### src/sv/ggvc_pkg.sv
// Shared types and constants for the go-to-goal velocity controller.
// Holds the CORDIC vector beat, the register set and the arctangent table.
// No dependencies; every other file in sv/ imports this package.
`timescale 1ns / 1ps

package ggvc_pkg;

  // Datapath widths that follow from the fixed input field widths.
  localparam int XY_W       = 27;  // offset with guard bits plus CORDIC growth
  localparam int Z_W        = 33;  // accumulated angle, Q.30 radians
  localparam int HD_W       = 15;  // heading field
  localparam int POS_W      = 16;  // position field
  localparam int GAIN_W     = 16;
  localparam int ATOL_W     = 14;
  localparam int LIN_W      = 19;
  localparam int ANG_W      = 20;
  localparam int GUARD_BITS = 8;
  localparam int ANG_BITS   = 30;
  localparam int ATAN_W     = 30;
  localparam int ATAN_LEN   = 24;
  localparam int INV_W      = 31;

  // Angle constants in Q.30 radians.
  localparam logic signed [Z_W-1:0] HALF_PI_Q30 = 33'sd1686629713;
  localparam longint PI_Q30     = 64'sd3373259426;
  localparam longint TWO_PI_Q30 = 64'sd6746518852;

  // Reciprocal of the CORDIC gain, Q.30.
  localparam logic signed [INV_W-1:0] INV_GAIN_Q30 = 31'sd652032875;

  // Saturation limits of the velocity outputs.
  localparam longint LIN_MAX = 64'sd524287;
  localparam longint ANG_MAX = 64'sd524287;
  localparam longint ANG_MIN = -64'sd524288;

  // atan(2^-i) in Q.30 radians, truncated.
  localparam logic [ATAN_W-1:0] ATAN_Q30 [ATAN_LEN] = '{
    30'h3243F6A8, 30'h1DAC6705, 30'h0FADBAFC, 30'h07F56EA6, 30'h03FEAB76, 30'h01FFD55B,
    30'h00FFFAAA, 30'h007FFF55, 30'h003FFFEA, 30'h001FFFFD, 30'h000FFFFF, 30'h0007FFFF,
    30'h0003FFFF, 30'h0001FFFF, 30'h0000FFFF, 30'h00007FFF, 30'h00003FFF, 30'h00001FFF,
    30'h00000FFF, 30'h000007FF, 30'h000003FF, 30'h000001FF, 30'h000000FF, 30'h0000007F
  };

  // Configuration register indexes.
  typedef enum logic [1:0] {
    CFG_LINEAR_GAIN  = 2'd0,
    CFG_ANGULAR_GAIN = 2'd1,
    CFG_DIST_TOL     = 2'd2,
    CFG_ANGLE_TOL    = 2'd3
  } ggvc_cfg_idx_t;

  // Register set as seen by the steering stages.
  typedef struct packed {
    logic [GAIN_W-1:0] linear_gain;
    logic [GAIN_W-1:0] angular_gain;
    logic [POS_W-1:0]  distance_tolerance;
    logic [ATOL_W-1:0] angle_tolerance;
  } ggvc_cfg_t;

  // One beat moving down the CORDIC chain.
  typedef struct packed {
    logic signed [XY_W-1:0] x;
    logic signed [XY_W-1:0] y;
    logic signed [Z_W-1:0]  z;
    logic signed [HD_W-1:0] hd;
  } ggvc_vec_t;

endpackage

### src/sv/ggvc_cell.sv
// One CORDIC vectoring cell: a single micro-rotation and its register.
// Depends on ggvc_pkg for the beat type and the arctangent table.
`timescale 1ns / 1ps

module ggvc_cell #(
  parameter int STEP = 0
) (
  input  logic               clk,
  input  logic               rst,
  input  logic               in_valid,
  input  ggvc_pkg::ggvc_vec_t in_vec,
  output logic               out_valid,
  output ggvc_pkg::ggvc_vec_t out_vec
);
  import ggvc_pkg::*;

  logic signed [XY_W-1:0] xs;
  logic signed [XY_W-1:0] ys;
  logic signed [Z_W-1:0]  angle;
  ggvc_vec_t              vec_next;

  // Rotate toward the x axis; the sign of y picks the direction.
  always_comb begin
    xs    = in_vec.x >>> STEP;
    ys    = in_vec.y >>> STEP;
    angle = {{(Z_W-ATAN_W){1'b0}}, ATAN_Q30[STEP]};
    vec_next.hd = in_vec.hd;
    if (!in_vec.y[XY_W-1]) begin
      vec_next.x = in_vec.x + ys;
      vec_next.y = in_vec.y - xs;
      vec_next.z = in_vec.z + angle;
    end else begin
      vec_next.x = in_vec.x - ys;
      vec_next.y = in_vec.y + xs;
      vec_next.z = in_vec.z - angle;
    end
  end

  // Valid bit is reset; the payload just follows.
  always_ff @(posedge clk) begin
    if (rst) begin
      out_valid <= 1'b0;
    end else begin
      out_valid <= in_valid;
    end
  end

  always_ff @(posedge clk) begin
    out_vec <= vec_next;
  end

endmodule

### config.mk
export PLATFORM = sky130hd
export DESIGN_NAME = ggvc_cell
export DESIGN_NICKNAME = d
export VERILOG_FILES = /design/src/sv/ggvc_pkg.sv /design/src/sv/ggvc_cell.sv
export SDC_FILE = /design/constraint.sdc
export NUM_CORES = 1
export LEC_CHECK = 0
export CAP_MARGIN = 30
export CORE_ASPECT_RATIO = 0.75
export CORE_UTILIZATION = 55
export DETAILED_ROUTE_END_ITERATION = 8
export DONT_BUFFER_PORTS = 1
export PLACE_DENSITY = 0.7
export RECOVER_POWER = 25
export SLEW_MARGIN = 20
export SYNTH_ARGS = -nofsm -noshare
export SYNTH_HDL_FRONTEND = slang
export SYNTH_SLANG_ARGS = --single-unit
### constraint.sdc
create_clock -name clk -period 4.17 [get_ports clk]
set_input_delay 0.2085 -clock clk [delete_from_list [all_inputs] [get_ports clk]]
set_output_delay 0.2085 -clock clk [all_outputs]
set_load 0.005 [all_outputs]
Word level (Yosys, flattened, before mapping):

Cells that the tools add are included.

* output and inout bits: 103
* bits in registers: 103
* input bits: 105

* add/subtract/negate cells: 5
* muxes and demuxes: 1

Operators by type and width (count)
* $mux 87: 1
* $sub 27x27->27: 2
* $add 33x31->33 const B: 1
* $sub 33x31->33 const B: 1
* $add 27x27->27: 1

Logic depth before layout (Yosys ltp):

* depth after elaboration: 2
* gate-level depth with buffers: 12
* mapped depth without buffers: 11

Worst setup path after synthesis:

Ideal clock, no wire load.

* path kind: in2reg
* start point: input in_vec[74] in the netlist's numbering
* end point: register out_vec[40] in the netlist's numbering
* data required time: 4.098 ns
* arrival: 2.694 ns
* buffers on the path: 2
* stages: 12
* setup slack: 1.403 ns
* library setup time: 0.072 ns
* cells stage by stage: inv_1 buf_2 buf_2 ha_1 a21o_1 nand4_1 nand3_1 a311o_1 a31oi_1 o21ai_1 a221oi_2 xnor2_1

RTL lines
* start: declaration: line ggvc_cell.sv:11 `input ggvc_pkg::ggvc_vec_t in_vec,`
* end signal: assignment: line ggvc_cell.sv:49 `out_vec <= vec_next;`
* end: declaration: line ggvc_cell.sv:13 `output ggvc_pkg::ggvc_vec_t out_vec`

==> metrics.cfg <==
[status]
status = complete, no violations

[critical_path]
cp_cell_sequence = clkinv_1 > ha_1 > a21o_1 > nand4_1 > nand3_1 > a311o_1 > a31oi_1 > o21ai_1 > a221oi_2 > xnor2_1
critical-path-slowest-cell = ha_1
slowest_delay_ps = 510
endpoint_kind = flip-flop
critPathKind = input pin to flip-flop
required_ps = 4460
worstPathArrival_ps = 2950
critPathLaunchType = input pin
crit_fanout = 79

[clock_tree]
cts-htree-levels = 3
clkSinkCount = 102
cts_max_path_buffers = 2
cts_made_buffers = 9
cts_hold_buf = 23
cts_setup_buffers = 0
cts_tree = yes
root_buffer = clkbuf_16
clk_pin_slew_ps = 80
cts_resized = 0

[floorplan]
pin_count = 208
initial_utilization_pct = 57.6
coreArea_um2 = 14000
row_count = 37
fp.dieW_um = 142
die_area_um2 = 15100
die_y_um = 107

[synth]
postSynthCellCount = 957
syn_area_per_cell_um2 = 8.41
ys_seq_elements = 102
yosys-top-cells-count = ha_1, dfxtp_1, a21oi_1, inv_1, nor2_1
ys_seq_area_share_pct = 25.4
synth_top_area_share_pct = 25.4
synth_cell_type_count = 85
yosys_warnings = 0
synth_most_common_cell = ha_1
synth_largest_area_cell = dfxtp_1
synth_flop_cell = dfxtp_1
syn_nets = 1181
netlist_area_um2 = 8050
synth_area_leaders = dfxtp_1, ha_1, xnor2_1
synth_edf_count = 0
ys_async_sr_fraction_pct = 0

[routing]
wl_per_cell_um = 18.9
vias = 6991
drt_wl_total_um = 21800
dr.pass1.iters = 6
via_per_inst = 6.06
route.antenna.remaining_nets = 0
drcViolationCount = 0
drt_iter0_markers = 857

[layout]
fin_nets = 1177
layout-drive-gt1-share_pct = 5.74
final-seq-area_um2 = 2040
n_fill_cell = 1259
area_growth_pct = 7.26
diodes = 0
finalNonFillerCells = 1153
multiInputGateArea_um2 = 5490

[placed_design]
place_congestion = 0.932
io_buffers = 0
dpl_worst_slack_ps = 1200
dp_hpwl_um = 17000
placed_cells = 1114

[sta]
fmax_mhz = 376
slew_headroom_pct = 56.9
rsz0062_at_grt = false
finalHoldViolations = 0
maxSlewViolCount = 0
period_minus_slack_ps = 2660
setup_viol = 0
fin_ws_ps = 1510
min_period_over_period_pct = 63.7
finalSetupTns_ps = 0
worst_slew_pin_slew_ps = 642

[global_route]
grt_pass1_vias = 6347
antenna_found_initial = 0
grt_pass1_wl_um = 33900
grt_overflow = 0
grt_usage_pct = 28.7
grt_max_degree = 80

[worst_hold_path]
hp-class = input pin to flip-flop
hold_depth = 2
min_from = in_vec[75]
min_to = out_vec[48]$_DFF_P_

[pwr]
power_per_cell_area_nw_per_um2 = 357
ir_worst_vdd_mv = 0.197
leakage_nw = 3.86

[job]
maxCapViolations = 0

-- power by group --
| group | internal, W | switching [W] |
|---|---|---|
| clock | 0.000430 | 0.000425 |
| sequential | 0.00117 | 0.000110 |
| combinational | 0.000384 | 0.000558 |
| total | 0.00199 | 0.00109 |
-- metal layers --
metal  vias to the layer above  global-route usage, %  share of wire, %
li1                       3363                      -                 -
met1                      3202                   40.0                44
met2                       400                   42.9                43
met3                        26                   9.60                12
met4                         0                   5.76               1.2
met5                         -                      0                 0
-- per-stage QoR --
step / area (um^2) / total power (W) / hold slack, ps / utilization [%]
6_report: 8640 / 0.00308 / 20.9 / 61.8
5_1_grt: 8640 / 0.00326 / 9.14 / 61.8
4_1_cts: 8640 / 0.00308 / 13.9 / 61.8
3_5_place_dp: 8090 / 0.00221 / 236 / 57.9
3_3_place_gp: 8090 / 0.00220 / 236 / 57.9
2_1_floorplan: 8050 / 0.00200 / 236 / -
-- state kept, by name, summed over array words and instances, names as in the netlist --
name / count
out_valid: 1
out_vec: 101
-- layout make-up --
class | count | share of cell area [%]
multi-input combinational | 734 | 63.6
sequential | 102 | 23.6
inverter | 82 | 3.59
tap | 195 | 2.83
timing repair buffer | 24 | 2.75
clock buffer | 9 | 2.61
clock inverter | 7 | 1.00
-- critical path, delay by kind of cell --
family | cells | cell delay [ps]
AO/OA/AOI/OAI | 5 | 1420
buffers and inverters | 1 | 390
AND/OR/NAND/NOR | 2 | 230
XOR/XNOR | 1 | 150
adder cells (fa/ha/maj) | 1 | 510
-- cell families (layout without fill, tap and decap cells) --
logic type / count (synthesis) / count (layout) / synth area share [%]
flops: 102 / 102 / 25.4
compound gates: 311 / 311 / 26.0
fa+ha+maj: 119 / 119 / 18.9
buf+inv: 121 / 122 / 6.45
simple gates: 212 / 212 / 13.0
xor+xnor: 76 / 76 / 8.27
mux: 16 / 16 / 1.99
-- worst max path at each step --
stage                from  slack [ps]  depth (start not counted)                   to
3_5_place_dp   in_vec[74]        1200                          9  out_vec[44]$_DFF_P_
3_3_place_gp   in_vec[74]        1260                         10  out_vec[45]$_DFF_P_
6_report       in_vec[74]        1510                         10  out_vec[40]$_DFF_P_
2_1_floorplan  in_vec[74]        1400                         12  out_vec[40]$_DFF_P_
5_1_grt        in_vec[74]        1190                          9  out_vec[44]$_DFF_P_
4_1_cts        in_vec[74]        1570                          9  out_vec[44]$_DFF_P_
-- layout by cell type (no fill, tap or decap), drive strengths merged, types with 6 or more instances in the layout --
cell type / synthesis / layout
o31ai: 10 / 10
nand2: 44 / 44
nor2: 75 / 75
o21a: 16 / 16
o21ai: 59 / 59
nand2b: 13 / 13
ha: 115 / 115
o22ai: 6 / 6
o21bai: 18 / 18
mux2i: 16 / 16
a21o: 27 / 27
xor2: 19 / 19
xnor2: 57 / 57
nand4: 14 / 14
dlygate4sd3: 0 / 23
nor2b: 8 / 8
a31oi: 11 / 11
dfxtp: 102 / 102
inv: 81 / 83
clkbuf: 12 / 9
clkinv: 1 / 6
nand3: 14 / 14
nor3: 13 / 13
a21oi: 103 / 103
a211oi: 14 / 14
No activity file was read; power rests on OpenSTA's default activity.
