--- src/sv/ggvc_pkg.sv ---
// Shared types and constants for the go-to-goal velocity controller.
// Holds the CORDIC vector beat, the register set and the arctangent table.
// No dependencies; every other file in sv/ imports this package.
`timescale 1ns / 1ps

package ggvc_pkg;

  // Datapath widths that follow from the fixed input field widths.
  localparam int XY_W       = 27;  // offset with guard bits plus CORDIC growth
  localparam int Z_W        = 33;  // accumulated angle, Q.30 radians
  localparam int HD_W       = 15;  // heading field
  localparam int POS_W      = 16;  // position field
  localparam int GAIN_W     = 16;
  localparam int ATOL_W     = 14;
  localparam int LIN_W      = 19;
  localparam int ANG_W      = 20;
  localparam int GUARD_BITS = 8;
  localparam int ANG_BITS   = 30;
  localparam int ATAN_W     = 30;
  localparam int ATAN_LEN   = 24;
  localparam int INV_W      = 31;

  // Angle constants in Q.30 radians.
  localparam logic signed [Z_W-1:0] HALF_PI_Q30 = 33'sd1686629713;
  localparam longint PI_Q30     = 64'sd3373259426;
  localparam longint TWO_PI_Q30 = 64'sd6746518852;

  // Reciprocal of the CORDIC gain, Q.30.
  localparam logic signed [INV_W-1:0] INV_GAIN_Q30 = 31'sd652032875;

  // Saturation limits of the velocity outputs.
  localparam longint LIN_MAX = 64'sd524287;
  localparam longint ANG_MAX = 64'sd524287;
  localparam longint ANG_MIN = -64'sd524288;

  // atan(2^-i) in Q.30 radians, truncated.
  localparam logic [ATAN_W-1:0] ATAN_Q30 [ATAN_LEN] = '{
    30'h3243F6A8, 30'h1DAC6705, 30'h0FADBAFC, 30'h07F56EA6, 30'h03FEAB76, 30'h01FFD55B,
    30'h00FFFAAA, 30'h007FFF55, 30'h003FFFEA, 30'h001FFFFD, 30'h000FFFFF, 30'h0007FFFF,
    30'h0003FFFF, 30'h0001FFFF, 30'h0000FFFF, 30'h00007FFF, 30'h00003FFF, 30'h00001FFF,
    30'h00000FFF, 30'h000007FF, 30'h000003FF, 30'h000001FF, 30'h000000FF, 30'h0000007F
  };

  // Configuration register indexes.
  typedef enum logic [1:0] {
    CFG_LINEAR_GAIN  = 2'd0,
    CFG_ANGULAR_GAIN = 2'd1,
    CFG_DIST_TOL     = 2'd2,
    CFG_ANGLE_TOL    = 2'd3
  } ggvc_cfg_idx_t;

  // Register set as seen by the steering stages.
  typedef struct packed {
    logic [GAIN_W-1:0] linear_gain;
    logic [GAIN_W-1:0] angular_gain;
    logic [POS_W-1:0]  distance_tolerance;
    logic [ATOL_W-1:0] angle_tolerance;
  } ggvc_cfg_t;

  // One beat moving down the CORDIC chain.
  typedef struct packed {
    logic signed [XY_W-1:0] x;
    logic signed [XY_W-1:0] y;
    logic signed [Z_W-1:0]  z;
    logic signed [HD_W-1:0] hd;
  } ggvc_vec_t;

endpackage

--- src/sv/ggvc_steer.sv ---
// Steering back end: gain compensation, heading error, decision and scaling.
// Four registered stages after the CORDIC chain. Depends on ggvc_pkg.
`timescale 1ns / 1ps

module ggvc_steer #(
  parameter int FRACTION_BITS = 12
) (
  input  logic                          clk,
  input  logic                          rst,
  input  ggvc_pkg::ggvc_cfg_t           cfg,
  input  logic                          in_valid,
  input  ggvc_pkg::ggvc_vec_t           in_vec,
  output logic                          done,
  output logic [ggvc_pkg::LIN_W-1:0]    linear_velocity,
  output logic signed [ggvc_pkg::ANG_W-1:0] angular_velocity,
  output logic                          arrived,
  output logic                          turning
);
  import ggvc_pkg::*;

  localparam int HD_SHIFT  = ANG_BITS - FRACTION_BITS;
  localparam int ERR_W     = (((HD_W + HD_SHIFT) > Z_W) ? (HD_W + HD_SHIFT) : Z_W) + 2;
  localparam int PROD_W    = XY_W + INV_W;
  localparam int DIST_W    = XY_W - 1;
  localparam int LIN_P_W   = GAIN_W + DIST_W;
  localparam int ANG_P_W   = ERR_W + GAIN_W + 1;
  localparam int LIN_SHIFT = FRACTION_BITS + GUARD_BITS;

  localparam logic signed [ERR_W-1:0]   PI_E       = ERR_W'(PI_Q30);
  localparam logic signed [ERR_W-1:0]   TWO_PI_E   = ERR_W'(TWO_PI_Q30);
  localparam logic signed [PROD_W-1:0]  RND_DIST   = PROD_W'(64'sd1 <<< (ANG_BITS - 1));
  localparam logic signed [ANG_P_W-1:0] RND_ANG    = ANG_P_W'(64'sd1 <<< (ANG_BITS - 1));
  localparam logic [LIN_P_W:0]          RND_LIN    = (LIN_P_W+1)'(64'd1 << (LIN_SHIFT - 1));
  localparam logic [LIN_P_W:0]          LIN_MAX_E  = (LIN_P_W+1)'(LIN_MAX);
  localparam logic signed [ANG_P_W-1:0] ANG_MAX_E  = ANG_P_W'(ANG_MAX);
  localparam logic signed [ANG_P_W-1:0] ANG_MIN_E  = ANG_P_W'(ANG_MIN);

  // Stage A: gain compensation product and wrapped heading error.
  logic                       a_valid;
  logic signed [PROD_W-1:0]   a_prod;
  logic signed [ERR_W-1:0]    a_err;
  logic signed [PROD_W-1:0]   a_prod_next;
  logic signed [ERR_W-1:0]    z_e;
  logic signed [ERR_W-1:0]    hd_e;
  logic signed [ERR_W-1:0]    err0;
  logic signed [ERR_W-1:0]    err1;
  logic signed [ERR_W-1:0]    a_err_next;

  always_comb begin
    a_prod_next = in_vec.x * INV_GAIN_Q30;
    z_e         = ERR_W'(in_vec.z);
    hd_e        = ERR_W'(in_vec.hd) <<< HD_SHIFT;
    err0        = z_e - hd_e;
    // The error is wrapped only once each way.
    err1        = (err0 > PI_E) ? (err0 - TWO_PI_E) : err0;
    a_err_next  = (err1 < -PI_E) ? (err1 + TWO_PI_E) : err1;
  end

  // Stage B: distance, its tolerance check and the angle check.
  logic                     b_valid;
  logic [DIST_W-1:0]        b_dist;
  logic signed [ERR_W-1:0]  b_err;
  logic                     b_arrived;
  logic                     b_turning;
  logic signed [PROD_W-1:0] dist_full;
  logic [DIST_W-1:0]        b_dist_next;
  logic [ERR_W-1:0]         abs_err;
  logic [ERR_W-1:0]         tol_e;
  logic                     b_arrived_next;
  logic                     b_turning_next;

  always_comb begin
    dist_full      = (a_prod + RND_DIST) >>> ANG_BITS;
    b_dist_next    = dist_full[PROD_W-1] ? '0 : dist_full[DIST_W-1:0];
    b_arrived_next = b_dist_next <=
                     DIST_W'({cfg.distance_tolerance, {GUARD_BITS{1'b0}}});
    abs_err        = a_err[ERR_W-1] ? ERR_W'(-a_err) : ERR_W'(a_err);
    tol_e          = ERR_W'(cfg.angle_tolerance) << HD_SHIFT;
    b_turning_next = !b_arrived_next && (abs_err > tol_e);
  end

  // Stage C: gain products, one for each branch.
  logic                       c_valid;
  logic [LIN_P_W-1:0]         c_plin;
  logic signed [ANG_P_W-1:0]  c_pang;
  logic                       c_arrived;
  logic                       c_turning;
  logic signed [GAIN_W:0]     ang_gain_s;

  assign ang_gain_s = {1'b0, cfg.angular_gain};

  // Stage D: round, saturate and select the outputs.
  logic [LIN_P_W:0]           lin_r;
  logic [LIN_W-1:0]           lin_sat;
  logic signed [ANG_P_W-1:0]  ang_r;
  logic signed [ANG_W-1:0]    ang_sat;
  logic [LIN_W-1:0]           linear_velocity_next;
  logic signed [ANG_W-1:0]    angular_velocity_next;

  always_comb begin
    lin_r = ({1'b0, c_plin} + RND_LIN) >> LIN_SHIFT;
    lin_sat = (lin_r > LIN_MAX_E) ? LIN_W'(LIN_MAX) : lin_r[LIN_W-1:0];
    ang_r = (c_pang + RND_ANG) >>> ANG_BITS;
    if (ang_r > ANG_MAX_E) begin
      ang_sat = ANG_W'(ANG_MAX);
    end else if (ang_r < ANG_MIN_E) begin
      ang_sat = ANG_W'(ANG_MIN);
    end else begin
      ang_sat = ang_r[ANG_W-1:0];
    end
    linear_velocity_next  = (c_arrived || c_turning) ? '0 : lin_sat;
    angular_velocity_next = c_turning ? ang_sat : '0;
  end

  // Valid bits of all stages.
  always_ff @(posedge clk) begin
    if (rst) begin
      a_valid <= 1'b0;
      b_valid <= 1'b0;
      c_valid <= 1'b0;
      done    <= 1'b0;
    end else begin
      a_valid <= in_valid;
      b_valid <= a_valid;
      c_valid <= b_valid;
      done    <= c_valid;
    end
  end

  // Payload registers of all stages.
  always_ff @(posedge clk) begin
    a_prod           <= a_prod_next;
    a_err            <= a_err_next;
    b_dist           <= b_dist_next;
    b_err            <= a_err;
    b_arrived        <= b_arrived_next;
    b_turning        <= b_turning_next;
    c_plin           <= cfg.linear_gain * b_dist;
    c_pang           <= ang_gain_s * b_err;
    c_arrived        <= b_arrived;
    c_turning        <= b_turning;
    linear_velocity  <= linear_velocity_next;
    angular_velocity <= angular_velocity_next;
    arrived          <= c_arrived;
    turning          <= c_turning;
  end

endmodule

--- config.mk ---
export PLATFORM = sky130hd
export DESIGN_NAME = ggvc_steer
export DESIGN_NICKNAME = d
export VERILOG_FILES = /design/src/sv/ggvc_pkg.sv /design/src/sv/ggvc_steer.sv
export SDC_FILE = /design/constraint.sdc
export NUM_CORES = 2
export LEC_CHECK = 0
export BUFFER_PORTS_ARGS = -buffer_cell sky130_fd_sc_hd__buf_2
export CORE_UTILIZATION = 35
export DETAILED_ROUTE_END_ITERATION = 10
export PLACE_DENSITY = 0.52
export SYNTH_ARGS = -nofsm -noshare
export SYNTH_HDL_FRONTEND = slang
export SYNTH_SLANG_ARGS = --single-unit
export TNS_END_PERCENT = 50
--- constraint.sdc ---
create_clock -name clk -period 20.4 [get_ports clk]
set_clock_uncertainty 0.2 [all_clocks]
set_input_delay 3.06 -clock clk [delete_from_list [all_inputs] [get_ports clk]]
set_output_delay 3.06 -clock clk [all_outputs]
set_load 0.1 [all_outputs]
---- After elaboration in Yosys (flattened, before gate mapping) ----
Index checks and enable logic that the tools add are counted.
word-level totals
  register bits after elaboration ......... 297
  output and inout bits ................... 42
operators by class
  reduce and logical (&&, ||, !) cells .... 4
  magnitude comparators ................... 7
  multiply operators ...................... 3
  add/subtract/negate cells ............... 7
  mux-type cells .......................... 7
  bitwise logic cells ..................... 1
operators by type and width
  cell                                                              number
  two-way mux 35 bit                                                3
  adder 58 x 31 -> 58 bit (second input constant)                   1
  multiplier 27 x 31 -> 58 bit (second input constant)              1
  adder 52 x 31 -> 52 bit (second input constant)                   1
  multiplier 17 x 35 -> 52 bit                                      1
  adder 42 x 20 -> 43 bit (second input constant)                   1
  multiplier 16 x 26 -> 42 bit                                      1
  two-way mux 19 bit                                                2
  adder 35 x 34 -> 35 bit (second input constant)                   1
  greater-than comparator 35 x 32 -> 1 bit                          1
  < comparator 35 x 33 -> 1 bit (second input constant)             1
  negator 35 bit                                                    1
  subtractor 34 x 34 -> 35 bit (second input constant)              1
  greater-than comparator 34 x 33 -> 1 bit (second input constant)  1
  subtractor 33 x 33 -> 34 bit                                      1
  <= comparator 26 x 24 -> 1 bit                                    1
  two-way mux 26 bit                                                1
  greater-than comparator 23 x 19 -> 1 bit (second input constant)  1
  greater-than comparator 22 x 20 -> 1 bit (second input constant)  1
  < comparator 22 x 20 -> 1 bit (second input constant)             1
  two-way mux 20 bit                                                1
  OR reduction 2 bit                                                1
  logical AND 1 bit                                                 1
  zero test 1 bit                                                   1
  other kinds (2)                                                   2

---- Depth between registers and ports, before layout ----
  word-level depth ........................ 5
  depth in mapped cells ................... 31
  gate-level depth less buffers ........... 30

---- Worst setup path after synthesis ----
OpenSTA, ideal clock, no wires.
  kind .................................... input to register
  start point ............................. input port in_vec[99] in the netlist's numbering
  end point ............................... register a_prod[52]
  data required time ...................... 20.128 ns
  path slack .............................. 10.028 ns
  setup time .............................. 0.072 ns
  stages on the path ...................... 27
  arrival time ............................ 10.101 ns
  buffers on the path ..................... 0
  cells stage by stage .................... fa_1 inv_1 fa_1 inv_1 fa_1 fa_1 fa_1 fa_1 inv_1 fa_1 inv_1 ha_1 nand4_1 a2111oi_0 and3_1 a211oi_1 o21bai_1 a21oi_1 nor3b_1 nor2_1 o21ai_0 a211oi_1 o21ai_0 a21o_1 a21oi_1 o21bai_1 xor2_1
on the way
  cells in the longest elaborated chain, start to end .. 1
RTL lines
  what                          line               RTL
  start: declaration            ggvc_steer.sv:12   input ggvc_pkg::ggvc_vec_t in_vec,
  multiplier 27 x 31 -> 58 bit  ggvc_steer.sv:50   a_prod_next = in_vec.x * INV_GAIN_Q30;
  named net a_prod_next[52]     ggvc_steer.sv:42   logic signed [PROD_W-1:0] a_prod_next;
  end signal: assignment        ggvc_steer.sv:132  a_prod <= a_prod_next;
  end: declaration              ggvc_steer.sv:40   logic signed [PROD_W-1:0] a_prod;
The timed path passes the listed nets, and every way through them passes these cells.
A chain may end at the register's enable or synchronous reset.

---- Worst setup path in the final report ----
  start point ............................. input port in_vec[82] in the netlist's numbering
  end point ............................... register a_prod[52]
The elaborated chain is that of the path after synthesis.

==> results.tsv <==
stage	metric	value	unit
place	gp_congestion	0.902	
clock_tree	root_buffer	clkbuf_16	
final_layout	nets	7918	
global_route	track_usage	19.6	%
routing	dr.pass1.iters	9	
setup_path	cpMaxStageDelayCell	fa_1	
place	pre_cts_slack	8440	ps
sta	worst_pin_slew	1130	ps
clock_tree	cts-hold-fix-buffers	0	
synth	yosys-top-cells-area	fa_1, ha_1, inv_1, dfxtp_1, nand2_1	
run	maxCapViolations	0	
global_route	grt_overflow	0	
floorplanning	initial_core_util	35.4	%
setup_path	critPathCaptureType	flop	
clock_tree	cts.sinks	220	
setup_path	critPathMaxFanout	6	
routing	wl_per_cell	18.5	um
clock_tree	post_cts_buffers	0	
setup_path	rrSetupSlack	11480	ps
global_route	grt_busiest_layer	met2	
sta	fin_ws	9120	ps
floorplanning	die_h	397	um
place	detailed_place_hpwl	121000	um
final_layout	final_common_cell	inv_1	
synth	synth.net_count	7876	
synth	synthMuxAreaShare	0.151	%
routing	viasPerCell	4.78	
routing	vias	38399	
outcome	status	complete, but fails checks	
global_route	grt_use_met1	28.0	%
clock_tree	cts_tree	built	
global_route	grt_pass1_vias	42103	
synth	synth_top_family_by_area	adder cells	
clock_tree	cts.clk_slew.worst_paths	60	ps
floorplanning	die_width	397	um
min_path	hp-class	flop to flop	
routing	ant_nets	0	
setup_path	critPathArrivalTime	11590	ps
clock_tree	cts_max_level	1	
global_route	use_met2	32.2	%
final_layout	drive_above_1_share	4.98	%
sta	drv_slew	0	
final_layout	syn2layout_area_growth	7.03	%
sta	finalSetupTns	0	ps
clock_tree	cts_inserted_buffers	26	
sta	finalCritPeriodShare	55.3	%
synth	synth-xor-area-share	3.51	%
sta	fmax	88.6	MHz
synth	syn_area	0.0546	mm^2
synth	yosys_warnings	0	
synth	synthAdderAreaFrac	57.8	%
synth	synth_edf_count	0	
routing	routed_wl	148000	um
synth	ys_seq_elements	220	
sta	max-slew-margin-rel	24.5	%
floorplanning	core	0.154	mm^2
synth	ys_seq_area_share	8.06	%
floorplanning	rows	144	
sta	rsz0062_at_grt	false	
routing	drc_errors	22	
synth	synth_compound_area_share	5.58	%
outcome	violations	DRC	
clock_tree	clk_latency	590	ps
place	numPortBuffers	181	
sta	setup_viol	0	
routing	drt_iter0_drc	1920	
setup_path	cp_data_required_time	20710	ps
synth	synthArstFlopShare	0	%
clock_tree	cts.path.max_buffers	3	
synth	synth_area_leader_cell	fa_1	
setup_path	max_stage_delay	740	ps
final_layout	final_cell_mix	inv_1, fa_1, nand2_1	
sta	hold_violations	0	
floorplanning	io_pins	209	
synth	synthSimpleGateAreaFrac	13.1	%
setup_path	cp-start-kind	input port	
synth	avgSynthCellArea	9.23	um^2
synth	netlist_instances	5919	
global_route	grt_pass1_wl	241000	um
sta	fin_crit	11280	ps
setup_path	critical_path_class	input port to flop	
synth	ys_types	88	
final_layout	fin_util	37.9	%
global_route	antenna_found_initial	22	
global_route	grt_use_met3	2.63	%
floorplanning	dieArea	0.158	mm^2
synth	synth_top_area_share	44.8	%
global_route	grt_max_degree	36	
clock_tree	cts_resized	0	
synth	ys.flop_type	dfxtp_1	
## cell usage after synthesis, types with 5 or more instances
cell type  number
fa_1         1222
and3_1         38
o21ai_0        88
or2_2          17
a31o_2          5
nor4_1          8
nand4_1        31
nor3_1         31
inv_1        1509
ha_1          568
dfxtp_1       220
o211ai_1        6
mux2i_1         6
buf_2           6
a211o_1         9
or3_1           9
and4_1          6
nand2b_1       20
and2_1        311
o2111ai_1       5
a31oi_1        18
nand3_1        55
xnor2_1       132
nor2_1        137
o21a_1         21
nand2_1       790
or4_1           8
o21bai_1       15
a211oi_1       20
xor2_1         85
o31ai_1        13
and3b_1         5
nor2b_1        37
a21oi_1       126
a21o_1         59
clkbuf_1      182
o22ai_1         9
a21boi_0        7
a221oi_1        5
a2111oi_0       5
## routing by layer
metal	part of all wire (%)	vias to the layer above
met5	0.10	-
met4	1.3	26
met3	5.4	143
met2	46	777
met1	47	19754
li1	-	17699
## registers in the layout (all words and copies together), names as in the netlist, 19 cells and up
name / flops
a_prod: 29
c_plin: 23
a_err: 35
c_pang: 23
linear_velocity: 19
b_err: 35
angular_velocity: 20
b_dist: 26
## layout make-up
cell class | count | area, um^2
antenna | 5 | 12.5
clock buffer | 34 | 732
clock inverter | 12 | 180
fill | 15665 | 95900
inverter | 1510 | 5670
multi-input combinational | 3994 | 43800
sequential | 220 | 4400
tap | 2044 | 2560
timing repair buffer | 209 | 1120
## logic make-up after synthesis
| logic type | count (synthesis) |
|---|---|
| DFF | 220 |
| AOI/OAI and AO/OA | 458 |
| muxes | 8 |
| xor gates and xnor gates | 218 |
| and+or+nand+nor | 1520 |
| adders and majority gates | 1790 |
| buffers and inverters | 1705 |
## worst max-delay path, delay by kind of cell
family | cells | cell delay, ps
AND/OR/NAND/NOR | 3 | 630
AO/OA/AOI/OAI | 12 | 2870
adder cells (fa/ha/maj) | 8 | 4080
buffers and inverters | 7 | 820
XOR/XNOR | 1 | 150
## worst paths after layout
check                  start    endpoint  cells past startpoint
setup / recovery  in_vec[82]  a_prod[52]                     31
hold / removal     b_turning   c_turning                      0
setup reg to reg   b_err[10]  c_pang[51]                     26
hold reg to reg    b_turning   c_turning                      0
## through the flow
step | area (um^2) | hold WS (ps) | std cells
3_3_place_gp | 57500 | 111 | 7977
4_1_cts | 58400 | 118 | 8023
5_1_grt | 58400 | 124 | 8023
2_1_floorplan | 54600 | 110 | 5919
6_report | 58500 | 121 | 8028
3_5_place_dp | 57500 | 112 | 7977
Power is not shown: default switching activity piles up to over one toggle a cycle in this logic, so the estimate is an artifact.
